## src/design/i2cm_pkg.sv

```systemverilog
// i2cm_pkg: shared types and constants for the i2c master transaction engine
// no dependencies
`default_nettype none
package i2cm_pkg;

  localparam logic [7:0] ACK_TIMEOUT_RST = 8'd50;

  // opcodes
  localparam logic [2:0] OP_WRITE_REG  = 3'd0;
  localparam logic [2:0] OP_READ_STOP  = 3'd1;
  localparam logic [2:0] OP_READ_RSTRT = 3'd2;
  localparam logic [2:0] OP_TRANSMIT   = 3'd3;
  localparam logic [2:0] OP_RECEIVE    = 3'd4;

  // status codes
  localparam logic [1:0] STAT_OK       = 2'd0;
  localparam logic [1:0] STAT_BUS_BUSY = 2'd1;
  localparam logic [1:0] STAT_ADDR_NAK = 2'd2;

  // which byte the current ack slot belongs to
  typedef enum logic [1:0] {
    STG_ADDR  = 2'd0,
    STG_REG   = 2'd1,
    STG_DATA  = 2'd2,
    STG_RADDR = 2'd3
  } stage_e;

  typedef enum logic [15:0] {
    PH_IDLE     = 16'h0001,
    PH_START    = 16'h0002,
    PH_TX_LO    = 16'h0004,
    PH_TX_HI    = 16'h0008,
    PH_ACK_LO   = 16'h0010,
    PH_ACK_HI   = 16'h0020,
    PH_WR_WAIT  = 16'h0040,
    PH_RX_LO    = 16'h0080,
    PH_RX_HI    = 16'h0100,
    PH_RACK_LO  = 16'h0200,
    PH_RACK_HI  = 16'h0400,
    PH_RS_LO    = 16'h0800,
    PH_RS_HI    = 16'h1000,
    PH_STOP_LO  = 16'h2000,
    PH_STOP_HI  = 16'h4000,
    PH_STOP_END = 16'h8000
  } phase_e;

  // one tick beat
  typedef struct packed {
    logic       cmd_valid;
    logic [2:0] opcode;
    logic [7:0] slave_addr;
    logic [7:0] reg_addr;
    logic [7:0] byte_count;
    logic [7:0] wr_data;
    logic       wr_data_valid;
    logic       sda_in;
  } tick_t;

  // one result beat
  typedef struct packed {
    logic       scl_out;
    logic       sda_out;
    logic       busy_res;
    logic       data_request;
    logic [7:0] rd_data;
    logic       rd_valid;
    logic       done_res;
    logic [1:0] status;
  } res_t;

endpackage
`default_nettype wire

```

## src/design/i2c_master_transaction_engine.sv

```systemverilog
// i2c_master_transaction_engine: tick-driven 7-bit i2c master, top level
// a tick beat passes through the tick queue and then the output register on its way to its result beat
// throughput: one tick beat per cycle while the result beat is not stalled, set by the single-step phase sequencer
// a two-entry tick queue and an output register decouple input and output stalls
// reset: asynchronous active low, returns to idle with ack timeout 50
// depends on i2cm_pkg, i2cm_tick_fifo, i2cm_engine
`default_nettype none
module i2c_master_transaction_engine (
  input  wire logic       clk_i,
  input  wire logic       rst_ni,
  input  wire logic       cfg_we_i,
  input  wire logic [7:0] cfg_wdata_i,
  input  wire logic       in_valid_i,
  output logic            in_stall_o,
  input  wire logic       cmd_valid_i,
  input  wire logic [2:0] opcode_i,
  input  wire logic [7:0] slave_addr_i,
  input  wire logic [7:0] reg_addr_i,
  input  wire logic [7:0] byte_count_i,
  input  wire logic [7:0] wr_data_i,
  input  wire logic       wr_data_valid_i,
  input  wire logic       sda_in_i,
  output logic            out_valid_o,
  input  wire logic       out_stall_i,
  output logic            scl_out_o,
  output logic            sda_out_o,
  output logic            busy_res_o,
  output logic            data_request_o,
  output logic [7:0]      rd_data_o,
  output logic            rd_valid_o,
  output logic            done_res_o,
  output logic [1:0]      status_o
);

  i2cm_pkg::tick_t tick_in, tick_q;
  i2cm_pkg::res_t  res;
  logic            full, tick_valid, pop;

  // pack incoming beat
  assign tick_in.cmd_valid     = cmd_valid_i;
  assign tick_in.opcode        = opcode_i;
  assign tick_in.slave_addr    = slave_addr_i;
  assign tick_in.reg_addr      = reg_addr_i;
  assign tick_in.byte_count    = byte_count_i;
  assign tick_in.wr_data       = wr_data_i;
  assign tick_in.wr_data_valid = wr_data_valid_i;
  assign tick_in.sda_in        = sda_in_i;

  assign in_stall_o = full;

  i2cm_tick_fifo u_fifo (
    .clk_i       (clk_i),
    .rst_ni      (rst_ni),
    .push_i      (in_valid_i && !full),
    .push_data_i (tick_in),
    .full_o      (full),
    .pop_i       (pop),
    .valid_o     (tick_valid),
    .pop_data_o  (tick_q)
  );

  i2cm_engine u_engine (
    .clk_i        (clk_i),
    .rst_ni       (rst_ni),
    .cfg_we_i     (cfg_we_i),
    .cfg_wdata_i  (cfg_wdata_i),
    .tick_valid_i (tick_valid),
    .tick_i       (tick_q),
    .tick_pop_o   (pop),
    .res_valid_o  (out_valid_o),
    .res_stall_i  (out_stall_i),
    .res_o        (res)
  );

  // unpack result beat
  assign scl_out_o      = res.scl_out;
  assign sda_out_o      = res.sda_out;
  assign busy_res_o     = res.busy_res;
  assign data_request_o = res.data_request;
  assign rd_data_o      = res.rd_data;
  assign rd_valid_o     = res.rd_valid;
  assign done_res_o     = res.done_res;
  assign status_o       = res.status;

endmodule
`default_nettype wire

```

## src/design/i2cm_tick_fifo.sv

```systemverilog
// i2cm_tick_fifo: two-entry queue of tick beats between front and engine
// depends on i2cm_pkg
`default_nettype none
module i2cm_tick_fifo (
  input  wire logic           clk_i,
  input  wire logic           rst_ni,
  input  wire logic           push_i,
  input  wire i2cm_pkg::tick_t push_data_i,
  output logic                full_o,
  input  wire logic           pop_i,
  output logic                valid_o,
  output i2cm_pkg::tick_t     pop_data_o
);

  i2cm_pkg::tick_t mem_q [2];
  logic            wr_ptr_q, rd_ptr_q;
  logic [1:0]      count_q;

  assign full_o     = count_q[1];
  assign valid_o    = (count_q != 2'd0);
  assign pop_data_o = mem_q[rd_ptr_q];

  // storage
  always_ff @(posedge clk_i) begin
    if (push_i) begin
      mem_q[wr_ptr_q] <= push_data_i;
    end
  end

  // pointers and fill count
  always_ff @(posedge clk_i or negedge rst_ni) begin
    if (!rst_ni) begin
      wr_ptr_q <= 1'b0;
      rd_ptr_q <= 1'b0;
      count_q  <= 2'd0;
    end else begin
      if (push_i) wr_ptr_q <= ~wr_ptr_q;
      if (pop_i)  rd_ptr_q <= ~rd_ptr_q;
      if (push_i && !pop_i)      count_q <= count_q + 2'd1;
      else if (!push_i && pop_i) count_q <= count_q - 2'd1;
    end
  end

endmodule
`default_nettype wire

```

## src/design/i2cm_engine.sv

```systemverilog
// i2cm_engine: bus sequencer, one phase step per tick beat, with output register
// depends on i2cm_pkg
`default_nettype none
module i2cm_engine (
  input  wire logic            clk_i,
  input  wire logic            rst_ni,
  input  wire logic            cfg_we_i,
  input  wire logic [7:0]      cfg_wdata_i,
  input  wire logic            tick_valid_i,
  input  wire i2cm_pkg::tick_t tick_i,
  output logic                 tick_pop_o,
  output logic                 res_valid_o,
  input  wire logic            res_stall_i,
  output i2cm_pkg::res_t       res_o
);

  i2cm_pkg::phase_e st_q, st_d;
  i2cm_pkg::stage_e stg_q, stg_d;
  logic [3:0] bit_q, bit_d;
  logic [7:0] shift_q, shift_d;
  logic [7:0] left_q, left_d;
  logic [7:0] wait_q, wait_d;
  logic [2:0] op_q, op_d;
  logic [7:0] slave_q, slave_d;
  logic [7:0] reg_q, reg_d;
  logic [1:0] end_q, end_d;
  logic       rs_q, rs_d;
  logic [7:0] tmo_q;
  logic       out_valid_q;
  i2cm_pkg::res_t res_q, res_d;
  logic       fire;
  logic       ack_ok;
  logic       ack_done;

  assign fire        = tick_valid_i && (!out_valid_q || !res_stall_i);
  assign tick_pop_o  = fire;
  assign res_valid_o = out_valid_q;
  assign res_o       = res_q;

  // next phase and result for the current tick
  always_comb begin
    st_d = st_q; stg_d = stg_q; bit_d = bit_q; shift_d = shift_q;
    left_d = left_q; wait_d = wait_q; op_d = op_q; slave_d = slave_q;
    reg_d = reg_q; end_d = end_q; rs_d = rs_q;
    res_d = '0;
    res_d.scl_out = 1'b1;
    res_d.sda_out = 1'b1;
    ack_ok   = !tick_i.sda_in;
    ack_done = ack_ok || (wait_q >= tmo_q);
    case (st_q)
      i2cm_pkg::PH_IDLE: begin
        if (tick_i.cmd_valid && tick_i.opcode <= i2cm_pkg::OP_RECEIVE) begin
          if (!tick_i.sda_in) begin
            res_d.done_res = 1'b1;
            res_d.status   = i2cm_pkg::STAT_BUS_BUSY;
          end else begin
            op_d = tick_i.opcode; slave_d = tick_i.slave_addr;
            reg_d = tick_i.reg_addr; left_d = tick_i.byte_count;
            stg_d = i2cm_pkg::STG_ADDR; end_d = i2cm_pkg::STAT_OK; rs_d = 1'b0;
            st_d = i2cm_pkg::PH_START;
          end
        end
      end
      i2cm_pkg::PH_START: begin
        res_d.sda_out = 1'b0;
        bit_d = 4'd0;
        st_d  = i2cm_pkg::PH_TX_LO;
        if (stg_q == i2cm_pkg::STG_ADDR) begin
          shift_d = slave_q;
        end else begin
          shift_d = slave_q + 8'd1;
          stg_d   = i2cm_pkg::STG_RADDR;
        end
      end
      i2cm_pkg::PH_TX_LO: begin
        res_d.scl_out = 1'b0;
        res_d.sda_out = shift_q[7];
        st_d = i2cm_pkg::PH_TX_HI;
      end
      i2cm_pkg::PH_TX_HI: begin
        res_d.sda_out = shift_q[7];
        shift_d = {shift_q[6:0], 1'b0};
        bit_d   = bit_q + 4'd1;
        st_d    = (bit_q >= 4'd7) ? i2cm_pkg::PH_ACK_LO : i2cm_pkg::PH_TX_LO;
      end
      i2cm_pkg::PH_ACK_LO: begin
        res_d.scl_out = 1'b0;
        wait_d = 8'd0;
        st_d   = i2cm_pkg::PH_ACK_HI;
      end
      i2cm_pkg::PH_ACK_HI: begin
        if (!ack_done) begin
          wait_d = wait_q + 8'd1;
        end else begin
          case (stg_q)
            i2cm_pkg::STG_ADDR: begin
              if (!ack_ok) begin
                end_d = i2cm_pkg::STAT_ADDR_NAK; st_d = i2cm_pkg::PH_STOP_LO;
              end else if (op_q <= i2cm_pkg::OP_READ_RSTRT) begin
                shift_d = reg_q; bit_d = 4'd0; stg_d = i2cm_pkg::STG_REG;
                st_d = i2cm_pkg::PH_TX_LO;
              end else if (op_q == i2cm_pkg::OP_TRANSMIT) begin
                if (left_q == 8'd0) begin
                  end_d = i2cm_pkg::STAT_OK; st_d = i2cm_pkg::PH_STOP_LO;
                end else begin
                  st_d = i2cm_pkg::PH_WR_WAIT;
                end
              end else if (left_q == 8'd0) begin
                end_d = i2cm_pkg::STAT_OK; st_d = i2cm_pkg::PH_STOP_LO;
              end else begin
                shift_d = 8'd0; bit_d = 4'd0; st_d = i2cm_pkg::PH_RX_LO;
              end
            end
            i2cm_pkg::STG_REG: begin
              if (op_q == i2cm_pkg::OP_WRITE_REG) begin
                if (left_q == 8'd0) begin
                  end_d = i2cm_pkg::STAT_OK; st_d = i2cm_pkg::PH_STOP_LO;
                end else begin
                  st_d = i2cm_pkg::PH_WR_WAIT;
                end
              end else if (op_q == i2cm_pkg::OP_READ_STOP) begin
                rs_d = 1'b1; end_d = i2cm_pkg::STAT_OK; st_d = i2cm_pkg::PH_STOP_LO;
              end else begin
                st_d = i2cm_pkg::PH_RS_LO;
              end
            end
            i2cm_pkg::STG_DATA: begin
              if (left_q == 8'd0) begin
                end_d = i2cm_pkg::STAT_OK; st_d = i2cm_pkg::PH_STOP_LO;
              end else begin
                st_d = i2cm_pkg::PH_WR_WAIT;
              end
            end
            default: begin
              if (!ack_ok) begin
                end_d = i2cm_pkg::STAT_ADDR_NAK; st_d = i2cm_pkg::PH_STOP_LO;
              end else if (left_q == 8'd0) begin
                end_d = i2cm_pkg::STAT_OK; st_d = i2cm_pkg::PH_STOP_LO;
              end else begin
                shift_d = 8'd0; bit_d = 4'd0; st_d = i2cm_pkg::PH_RX_LO;
              end
            end
          endcase
        end
      end
      i2cm_pkg::PH_WR_WAIT: begin
        res_d.scl_out = 1'b0;
        res_d.data_request = 1'b1;
        if (tick_i.wr_data_valid) begin
          left_d = left_q - 8'd1;
          shift_d = tick_i.wr_data; bit_d = 4'd0;
          stg_d = i2cm_pkg::STG_DATA; st_d = i2cm_pkg::PH_TX_LO;
        end
      end
      i2cm_pkg::PH_RX_LO: begin
        res_d.scl_out = 1'b0;
        st_d = i2cm_pkg::PH_RX_HI;
      end
      i2cm_pkg::PH_RX_HI: begin
        shift_d = {shift_q[6:0], tick_i.sda_in};
        bit_d   = bit_q + 4'd1;
        if (bit_q >= 4'd7) begin
          res_d.rd_data  = {shift_q[6:0], tick_i.sda_in};
          res_d.rd_valid = 1'b1;
          left_d = left_q - 8'd1;
          st_d   = i2cm_pkg::PH_RACK_LO;
        end else begin
          st_d = i2cm_pkg::PH_RX_LO;
        end
      end
      i2cm_pkg::PH_RACK_LO: begin
        res_d.scl_out = 1'b0;
        res_d.sda_out = (left_q == 8'd0);
        st_d = i2cm_pkg::PH_RACK_HI;
      end
      i2cm_pkg::PH_RACK_HI: begin
        res_d.sda_out = (left_q == 8'd0);
        if (left_q == 8'd0) begin
          end_d = i2cm_pkg::STAT_OK; st_d = i2cm_pkg::PH_STOP_LO;
        end else begin
          shift_d = 8'd0; bit_d = 4'd0; st_d = i2cm_pkg::PH_RX_LO;
        end
      end
      i2cm_pkg::PH_RS_LO: begin
        res_d.scl_out = 1'b0;
        st_d = i2cm_pkg::PH_RS_HI;
      end
      i2cm_pkg::PH_RS_HI: begin
        st_d = i2cm_pkg::PH_START;
      end
      i2cm_pkg::PH_STOP_LO: begin
        res_d.scl_out = 1'b0;
        res_d.sda_out = 1'b0;
        st_d = i2cm_pkg::PH_STOP_HI;
      end
      i2cm_pkg::PH_STOP_HI: begin
        res_d.sda_out = 1'b0;
        st_d = i2cm_pkg::PH_STOP_END;
      end
      default: begin
        if (rs_q) begin
          rs_d = 1'b0;
          st_d = i2cm_pkg::PH_START;
        end else begin
          res_d.done_res = 1'b1;
          res_d.status   = end_q;
          st_d = i2cm_pkg::PH_IDLE;
        end
      end
    endcase
    res_d.busy_res = (st_d != i2cm_pkg::PH_IDLE);
  end

  // sequencer state
  always_ff @(posedge clk_i or negedge rst_ni) begin
    if (!rst_ni) begin
      st_q <= i2cm_pkg::PH_IDLE; stg_q <= i2cm_pkg::STG_ADDR;
      bit_q <= 4'd0; shift_q <= 8'd0; left_q <= 8'd0; wait_q <= 8'd0;
      op_q <= 3'd0; slave_q <= 8'd0; reg_q <= 8'd0;
      end_q <= i2cm_pkg::STAT_OK; rs_q <= 1'b0;
    end else if (fire) begin
      st_q <= st_d; stg_q <= stg_d;
      bit_q <= bit_d; shift_q <= shift_d; left_q <= left_d; wait_q <= wait_d;
      op_q <= op_d; slave_q <= slave_d; reg_q <= reg_d;
      end_q <= end_d; rs_q <= rs_d;
    end
  end

  // timeout register
  always_ff @(posedge clk_i or negedge rst_ni) begin
    if (!rst_ni) begin
      tmo_q <= i2cm_pkg::ACK_TIMEOUT_RST;
    end else if (cfg_we_i) begin
      tmo_q <= cfg_wdata_i;
    end
  end

  // result beat register
  always_ff @(posedge clk_i or negedge rst_ni) begin
    if (!rst_ni) begin
      out_valid_q <= 1'b0;
    end else if (fire) begin
      out_valid_q <= 1'b1;
    end else if (!res_stall_i) begin
      out_valid_q <= 1'b0;
    end
  end

  always_ff @(posedge clk_i) begin
    if (fire) res_q <= res_d;
  end

  // a received byte is always followed by its ack slot
  assert property (@(posedge clk_i) disable iff (!rst_ni)
    fire && res_d.rd_valid |=> st_q == i2cm_pkg::PH_RACK_LO)
    else $error("rd_valid not followed by ack slot");

  // a finished transaction leaves the sequencer idle
  assert property (@(posedge clk_i) disable iff (!rst_ni)
    fire && res_d.done_res |=> st_q == i2cm_pkg::PH_IDLE)
    else $error("done without return to idle");

  // no tick beat, no phase change
  assert property (@(posedge clk_i) disable iff (!rst_ni)
    !fire |=> $stable(st_q))
    else $error("phase moved without a tick");

endmodule
`default_nettype wire

```

## config.mk

```make
export PLATFORM = sky130hd
export DESIGN_NAME = i2c_master_transaction_engine
export DESIGN_NICKNAME = d
export VERILOG_FILES = /design/src/design/i2cm_pkg.sv /design/src/design/i2c_master_transaction_engine.sv /design/src/design/i2cm_tick_fifo.sv /design/src/design/i2cm_engine.sv
export SDC_FILE = /design/constraint.sdc
export NUM_CORES = 1
export LEC_CHECK = 0
export ABC_AREA = 1
export BUFFER_PORTS_ARGS = -buffer_cell sky130_fd_sc_hd__buf_2
export CAP_MARGIN = 10
export CORE_UTILIZATION = 45
export DETAILED_ROUTE_END_ITERATION = 8
export PLACE_DENSITY_LB_ADDON = 0.1
export SETUP_SLACK_MARGIN = 0.15
export SLEW_MARGIN = 20
export SYNTH_ARGS = -nofsm -noshare
export SYNTH_HDL_FRONTEND = slang
export SYNTH_SLANG_ARGS = --single-unit
```

## constraint.sdc

```tcl
create_clock -name clk_i -period 3.32 [get_ports clk_i]
set_input_delay 0.332 -clock clk_i [delete_from_list [all_inputs] [get_ports clk_i]]
set_output_delay 0.332 -clock clk_i [all_outputs]
set_load 0.02 [all_outputs]
```

==> run metrics, run 1 <==
run status=finished clean; number of max-capacitance violations reported=0; final critical-path required period=approximately 2.4 ns; RD Place Congestion=~0.90; post-route standard cell area excluding fillers=0.0102 mm2; class of the most critical setup path=reg -> reg; kind of end point of the critical path=flip-flop; number of nets with antenna violations after routing=0; Final Slew Violations=0; path type of the worst min-delay path=in -> reg; H-tree depth=4; commonest register cell after synthesis=sky130_fd_sc_hd__edfxtp_1; Core Rows=approximately 50; Initial Util=0.460; routed length per placed instance=about 15 um; post-detail-place hpwl=roughly 15,000 um; post-synthesis async set-or-reset flop share=0.468; clock buffers created by TritonCTS=17; Yosys warning count=0; Fin Setup TNS=0 ns; post-synthesis cell type count=roughly 50; post-synthesis cell count=just over 1,000; via count of the first global-routing pass=6,525; arrival time at the worst endpoint=roughly 2.7 ns; floorplan die height=around 140 um; Final Hold Viols=0; wire length of the first global-routing pass=approximately 33,000 um; setup repair after global routing missed its margin=no; number of antenna violations at the first check in global routing=0; final-layout fill cell count=1,850; sequential fraction of the synthesis area=0.535; clock-pin slew reported for the worst setup and hold paths after clock tree synthesis=0.08 ns; transition time at the pin with the least slew margin=about 0.69 ns; DRT Wirelength=~20,000 um; Post-Synthesis Net Count=between 1,000 and 1,500; pin count of the biggest net entering global routing=45; number of flip-flops and latches in the synthesized netlist=~170; commonest cells after routing, fill and taps aside=281 x sky130_fd_sc_hd__nand2_1, 123 x sky130_fd_sc_hd__nor2_1, 97 x sky130_fd_sc_hd__inv_1, 92 x sky130_fd_sc_hd__edfxtp_1, 76 x sky130_fd_sc_hd__dfrtp_1; Max Clock Freq=around 420 MHz; most common library cell in the layout ignoring fill and taps=sky130_fd_sc_hd__nand2_1; # nets final=1,154; number of clock sinks seen by CTS=around 170; via-per-instance ratio=4.96; global route total overflow=0; number of search-and-repair iterations in the first detailed-routing pass=5; DRC errors left=0; Max transition margin=0.540; category of the worst setup path launch point=flip-flop; GRT Overall Usage=0.212; later-pin clock latency in the skew report=~0.44 ns; proportion of layout cells with a drive suffix above 1=0.157; clock skew=0.0165 ns; number of input and output port buffers inserted=between 60 and 70; biggest fanout along the worst timing path=19; Area Growth Syn to Fin=13.8%; total core area=~0.019 mm2; Period Utilization, post-route=0.716; Die ar.=a little over 0.02 mm2; VDD IR max=between 400 and 500 uV; antenna diode instance count=0; required time of the critical path=roughly 3.6 ns; cell leakage power=approximately 4.7 nW; detailed router's first-iteration violation count=around 430; clock tree from TritonCTS=yes; post-synthesis area per instance=around 8.9 um2; Multi-input gate area=about 0.0036 mm2; vias after detailed routing=just under 7,000; synthesized cell area=approximately 0.0090 mm2; CTS Root Cell=sky130_fd_sc_hd__clkbuf_16; sequential cell area=about 0.0048 mm2; Max clock buf depth=2; placed cell areas=0.00957 mm2; number of setup violations in the final report=0; number of enable-type register cells in the synthesized netlist=between 90 and 100; count of boundary I/O pins=just under 70; width of the die=about 140 um; pwr dens=780 mW/mm2
## kinds of logic after synthesis
family                     synth area share
and+or+nand+nor                       0.269
AOI/OAI and AO/OA                    0.0682
buffers and inverters                0.0620
adders and majority gates            0.0237
DFF                                   0.535
muxes                                0.0214
xor gates and xnor gates             0.0205
## per-layer routing
metal | vias to the layer above | global-route usage | wire length [um] | share of wire
met4 | 0 | 0.0781 | 403 | 0.020
met1 | 3062 | 0.292 | 9520 | 0.48
met5 | - | 0 | 0 | 0
met3 | 29 | 0.0423 | 1030 | 0.052
li1 | 3475 | - | - | -
met2 | 193 | 0.328 | 8900 | 0.45
## through the flow
stage	total power (W)	instances	worst slack (ns)	hold slack (ns)	utilization
5_1_grt	0.00850	1364	0.713	0.0647	0.524
6_report	0.00795	1364	0.944	0.0738	0.524
2_1_floorplan	0.00522	1010	0.612	0.0364	-
3_3_place_gp	0.00593	1331	0.968	0.393	0.491
4_1_cts	0.00801	1364	0.935	0.0624	0.524
3_5_place_dp	0.00595	1331	0.948	0.389	0.491
## cell type report
class	instances	share of cell area
well taps	265	0.0325
multi-input cells	709	0.355
clock buffers	17	0.0417
clock inverters	15	0.0187
inverters	107	0.0399
flip-flops and latches	173	0.471
repair buffers	78	0.0413
## path summary, 6_finish.rpt
path	start	end	slack (ns)	depth (start not counted)
min reg2reg	u_engine.shift_q[5]	u_engine.shift_q[5]	0.49	2
max	u_engine.st_q[13]	u_engine.wait_q[0]	0.94	10
min in group asynchronous	rst_ni	u_engine.res_valid_o	0.46	2
max in group asynchronous	rst_ni	u_engine.slave_q[7]	2.12	3
max reg2reg	u_engine.st_q[13]	u_engine.wait_q[0]	0.94	10
min	slave_addr_i[2]	u_fifo.mem_q[0][28]	0.07	1
## power breakdown
group          switching [W]  internal, W  total, W
Sequential          0.000346      0.00286   0.00321
Clock               0.000972      0.00109   0.00206
Combinational        0.00182     0.000858   0.00268
## registers in the layout (all words and copies together) (netlist names)
name	count
u_engine.res_o	16
u_engine.op_q	3
u_engine.rs_q	1
u_engine.wait_q	8
u_engine.reg_q	8
u_engine.left_q	8
u_engine.res_valid_o	1
u_engine.slave_q	8
u_engine.bit_q	4
u_fifo.rd_ptr_q	1
u_fifo.wr_ptr_q	1
u_fifo.mem_q	76
u_engine.end_q	2
u_engine.tmo_q	8
u_fifo.count_q	2
u_engine.st_q	16
u_engine.stg_q	2
u_engine.shift_q	8
## repair_timing
action,4_1_cts,5_1_grt
hold buffers,1,0
resized for setup,0,0
setup buffers,0,0
setup endpoints to repair,0,0
hold endpoints to repair,38,0
## worst max-delay path, cell delays in order, from the launching register on
cell                      delay, ns
sky130_fd_sc_hd__dfrtp_1       0.42
sky130_fd_sc_hd__nor2_2        0.19
sky130_fd_sc_hd__nand2_4       0.11
sky130_fd_sc_hd__nor2_8        0.30
sky130_fd_sc_hd__nand2_2       0.31
sky130_fd_sc_hd__inv_4         0.27
sky130_fd_sc_hd__nand2_2       0.09
sky130_fd_sc_hd__nand3_2       0.24
sky130_fd_sc_hd__inv_1         0.14
sky130_fd_sc_hd__nand3_1       0.08
sky130_fd_sc_hd__o21ai_0       0.08
## cell usage after synthesis, types with 2 or more instances
master	number	area, um2
sky130_fd_sc_hd__nand2_1	281	1050
sky130_fd_sc_hd__nor2_1	125	469
sky130_fd_sc_hd__inv_1	97	364
sky130_fd_sc_hd__edfxtp_1	92	2760
sky130_fd_sc_hd__dfrtp_1	77	1930
sky130_fd_sc_hd__nand3_1	67	335
sky130_fd_sc_hd__o21ai_0	49	245
sky130_fd_sc_hd__a21oi_1	21	105
sky130_fd_sc_hd__mux2i_1	18	180
sky130_fd_sc_hd__o21ai_1	18	90.1
sky130_fd_sc_hd__ha_1	17	213
sky130_fd_sc_hd__nand4_1	13	81.3
sky130_fd_sc_hd__xor2_1	13	114
sky130_fd_sc_hd__nor2_2	12	75.1
sky130_fd_sc_hd__nand2_2	11	68.8
sky130_fd_sc_hd__buf_6	8	90.1
sky130_fd_sc_hd__xnor2_1	8	70.1
sky130_fd_sc_hd__clkbuf_1	7	26.3
sky130_fd_sc_hd__inv_2	7	26.3
sky130_fd_sc_hd__nor3_1	6	30.0
sky130_fd_sc_hd__buf_2	5	25.0
sky130_fd_sc_hd__nor2_4	5	56.3
sky130_fd_sc_hd__o211ai_1	5	37.5
sky130_fd_sc_hd__o31ai_1	5	37.5
sky130_fd_sc_hd__dfstp_2	4	105
sky130_fd_sc_hd__nand2_4	4	45.0
sky130_fd_sc_hd__nand3_2	4	40.0
sky130_fd_sc_hd__or2_2	3	18.8
sky130_fd_sc_hd__a21o_1	2	15.0
sky130_fd_sc_hd__inv_4	2	12.5
sky130_fd_sc_hd__nand3_4	2	35.0
sky130_fd_sc_hd__nand3b_1	2	15.0
sky130_fd_sc_hd__nor2_8	2	40.0
sky130_fd_sc_hd__nor4_1	2	12.5
sky130_fd_sc_hd__o22ai_1	2	12.5
No activity file was read; power rests on OpenSTA's default activity.
==> inputs of run 2 (changes only) <==
==> constraint.sdc (replaced) <==
create_clock -name clk_i -period 2.4 [get_ports clk_i]
set_input_delay 0.24 -clock clk_i [delete_from_list [all_inputs] [get_ports clk_i]]
set_output_delay 0.24 -clock clk_i [all_outputs]
set_load 0.02 [all_outputs]
==> run metrics, run 2 (same netlist as run 1, synthesis figures left out) <==
count of boundary I/O pins=69 (unchanged); number of cells traversed by the worst register-to-register path=11 (+1); Worst Min Path Start=wr_data_i[6]; setup repair after global routing missed its margin=no; Core Rows=51 (unchanged); transition time at the pin with the least slew margin=0.532 ns (-0.157 ns); final-layout fill cell count=1,791 (-3.2%); routed length per placed instance=14.4 um (-0.80%); Period Utilization, post-route=0.875 (+0.159); detailed router's first-iteration violation count=503 (+16%); placed cell areas=0.00966 mm2 (+0.94%); proportion of layout cells with a drive suffix above 1=0.173 (+0.0158); final critical-path required period=2.10 ns (-0.276 ns); kind of end point of the critical path=flip-flop; cell leakage power=4.99 nW (+6.1%); antenna diode instance count=0 (unchanged); global route total overflow=0 (unchanged); Max Clock Freq=476 MHz (+13%); Max transition margin=0.646 (+0.105); number of input and output port buffers inserted=68 (unchanged); commonest cells after routing, fill and taps aside=281 x sky130_fd_sc_hd__nand2_1, 120 x sky130_fd_sc_hd__nor2_1, 96 x sky130_fd_sc_hd__inv_1, 92 x sky130_fd_sc_hd__edfxtp_1, 76 x sky130_fd_sc_hd__dfrtp_1; Fin Setup TNS=0 ns (unchanged); number of antenna violations at the first check in global routing=0 (unchanged); number of search-and-repair iterations in the first detailed-routing pass=5 (unchanged); clock buffers created by TritonCTS=17 (unchanged); worst slack, placed=0.207 ns (-0.740 ns); width of the die=143 um (unchanged); Final Slew Violations=0 (unchanged); run status=finished clean; final worst slack=0.301 ns (-0.644 ns); clock skew=0.0135 ns (-0.00304 ns); number of nets with antenna violations after routing=0 (unchanged); pin count of the biggest net entering global routing=39 (-13%); GRT Overall Usage=0.215 (+0.00320); largest register by flop count=u_fifo.mem_q; Max clock buf depth=2 (unchanged); DRT Wirelength=20,700 um (+4.1%); post-route standard cell area excluding fillers=0.0108 mm2 (+6.0%); CTS Root Cell=sky130_fd_sc_hd__clkbuf_16; most common library cell in the layout ignoring fill and taps=sky130_fd_sc_hd__nand2_1; total core area=0.0195 mm2 (unchanged); arrival time at the worst endpoint=2.28 ns (-0.41 ns); Area Growth Syn to Fin=20.6%; later-pin clock latency in the skew report=0.44 ns (about the same); max reg flops=76 (unchanged); number of standard cells in the layout, taps in and fillers out=1,431 (+4.9%); tightest hold margin=0.0171 ns (-0.0567 ns); # nets final=1,221 (+5.8%); VDD IR max=524 uV (+20%); wire length of the first global-routing pass=33,700 um (+1.8%); via count of the first global-routing pass=6,711 (+2.9%); via-per-instance ratio=4.93 (-0.49%); number of setup violations in the final report=0 (unchanged); class of the most critical setup path=reg -> reg; startpoint of the most critical register-to-register path=u_engine.st_q[11]; cell depth of the worst min-delay path=1 (unchanged); Initial Util=0.460 (unchanged); clock tree from TritonCTS=yes; post-detail-place hpwl=14,800 um (+0.32%); floorplan die height=143 um (unchanged); pwr dens=1040 mW/mm2 (+34%); category of the worst setup path launch point=flip-flop; biggest fanout along the worst timing path=9 (-10); number of max-capacitance violations reported=0 (unchanged); Die ar.=0.0205 mm2 (unchanged); path type of the worst min-delay path=in -> reg; total instance count after detailed placement=1,343 (+0.90%); DRC errors left=0 (unchanged); clock-pin slew reported for the worst setup and hold paths after clock tree synthesis=0.07 ns (about the same); endpoint of the worst hold path=u_fifo.mem_q[1][8]; reg2reg setup slack=0.30 ns (-0.64 ns); critical register-to-register path endpoint=u_engine.res_o[13]; Final Hold Viols=0 (unchanged); H-tree depth=4 (unchanged); number of clock sinks seen by CTS=173 (unchanged); vias after detailed routing=7,056 (+4.4%); RD Place Congestion=0.877 (-3.0%); required time of the critical path=2.58 ns (-1.05 ns)
-- run 2: cell count changes in the layout (fill, tap and decap cells not counted), moves of 2 or more --
cell and delta:
sky130_fd_sc_hd__nor2_2 +2, sky130_fd_sc_hd__buf_4 +26, sky130_fd_sc_hd__inv_8 +2, sky130_fd_sc_hd__nor2_1 -3, sky130_fd_sc_hd__dlygate4sd3_1 +41
-- run 2: how the worst max path moves through the flow --
stage | cells after the start | to | slack [ns] | startpoint
6_report | 11 | u_engine.res_o[13] | 0.30 | u_engine.st_q[11]
5_1_grt | 11 | u_engine.wait_q[4] | 0.15 | u_engine.tmo_q[1]
4_1_cts | 11 | u_engine.shift_q[3] | 0.19 | u_engine.st_q[0]
3_5_place_dp | 11 | u_engine.shift_q[3] | 0.21 | u_engine.st_q[0]
3_3_place_gp | 11 | u_engine.shift_q[3] | 0.20 | u_engine.st_q[0]
2_1_floorplan | 3 | u_fifo.mem_q[0][0] | -0.31 | u_fifo.count_q[1]
-- run 2: area by class of cell --
class / count / area (um2) / share of cell area
Clock inverter: 14 / 165 / 0.0153
Clock buffer: 18 / 429 / 0.0397
Timing Repair Buffer: 145 / 1030 / 0.0950
Sequential cell: 173 / 4800 / 0.444
Multi-Input combinational cell: 709 / 3640 / 0.337
Inverter: 107 / 409 / 0.0379
Tap cell: 265 / 332 / 0.0307
-- run 2: per-stage QoR --
| stage | power, W | utilization |
|---|---|---|
| finish | 0.0113 | 0.555 |
| CTS | 0.0112 | 0.548 |
| global placement | 0.00827 | 0.496 |
| floorplan | 0.00723 | - |
| global route | 0.0120 | 0.555 |
| detailed placement | 0.00832 | 0.496 |
-- run 2: what timing repair did --
item,4_1_cts,5_1_grt
setup endpoints to repair,0,46
resized for setup,0,8
endpoints found under the hold margin,107,0
setup buffers,0,14
hold buffers,42,0
-- run 2: routing by layer --
metal  wire length [um]  track usage
met4                351       0.0730
met2               9390        0.340
met3                841       0.0369
met5                  0            0
met1              10100        0.297
-- run 2: power breakdown --
part | switching [W] | internal [W]
clock | 0.00135 | 0.00141
combinational | 0.00265 | 0.00143
sequential | 0.000451 | 0.00397
-- run 2: critical path, stage by stage, from the launching register on --
cell and delay, ns:
sky130_fd_sc_hd__dfrtp_1 0.44, sky130_fd_sc_hd__nor2_2 0.18, sky130_fd_sc_hd__nand2_2 0.14, sky130_fd_sc_hd__nor2_8 0.20, sky130_fd_sc_hd__buf_4 0.17, sky130_fd_sc_hd__nand2_2 0.16, sky130_fd_sc_hd__nand2_1 0.15, sky130_fd_sc_hd__inv_1 0.05
sky130_fd_sc_hd__nand2_1 0.05, sky130_fd_sc_hd__nor2_1 0.07, sky130_fd_sc_hd__nand3_1 0.14, sky130_fd_sc_hd__nand2_1 0.09
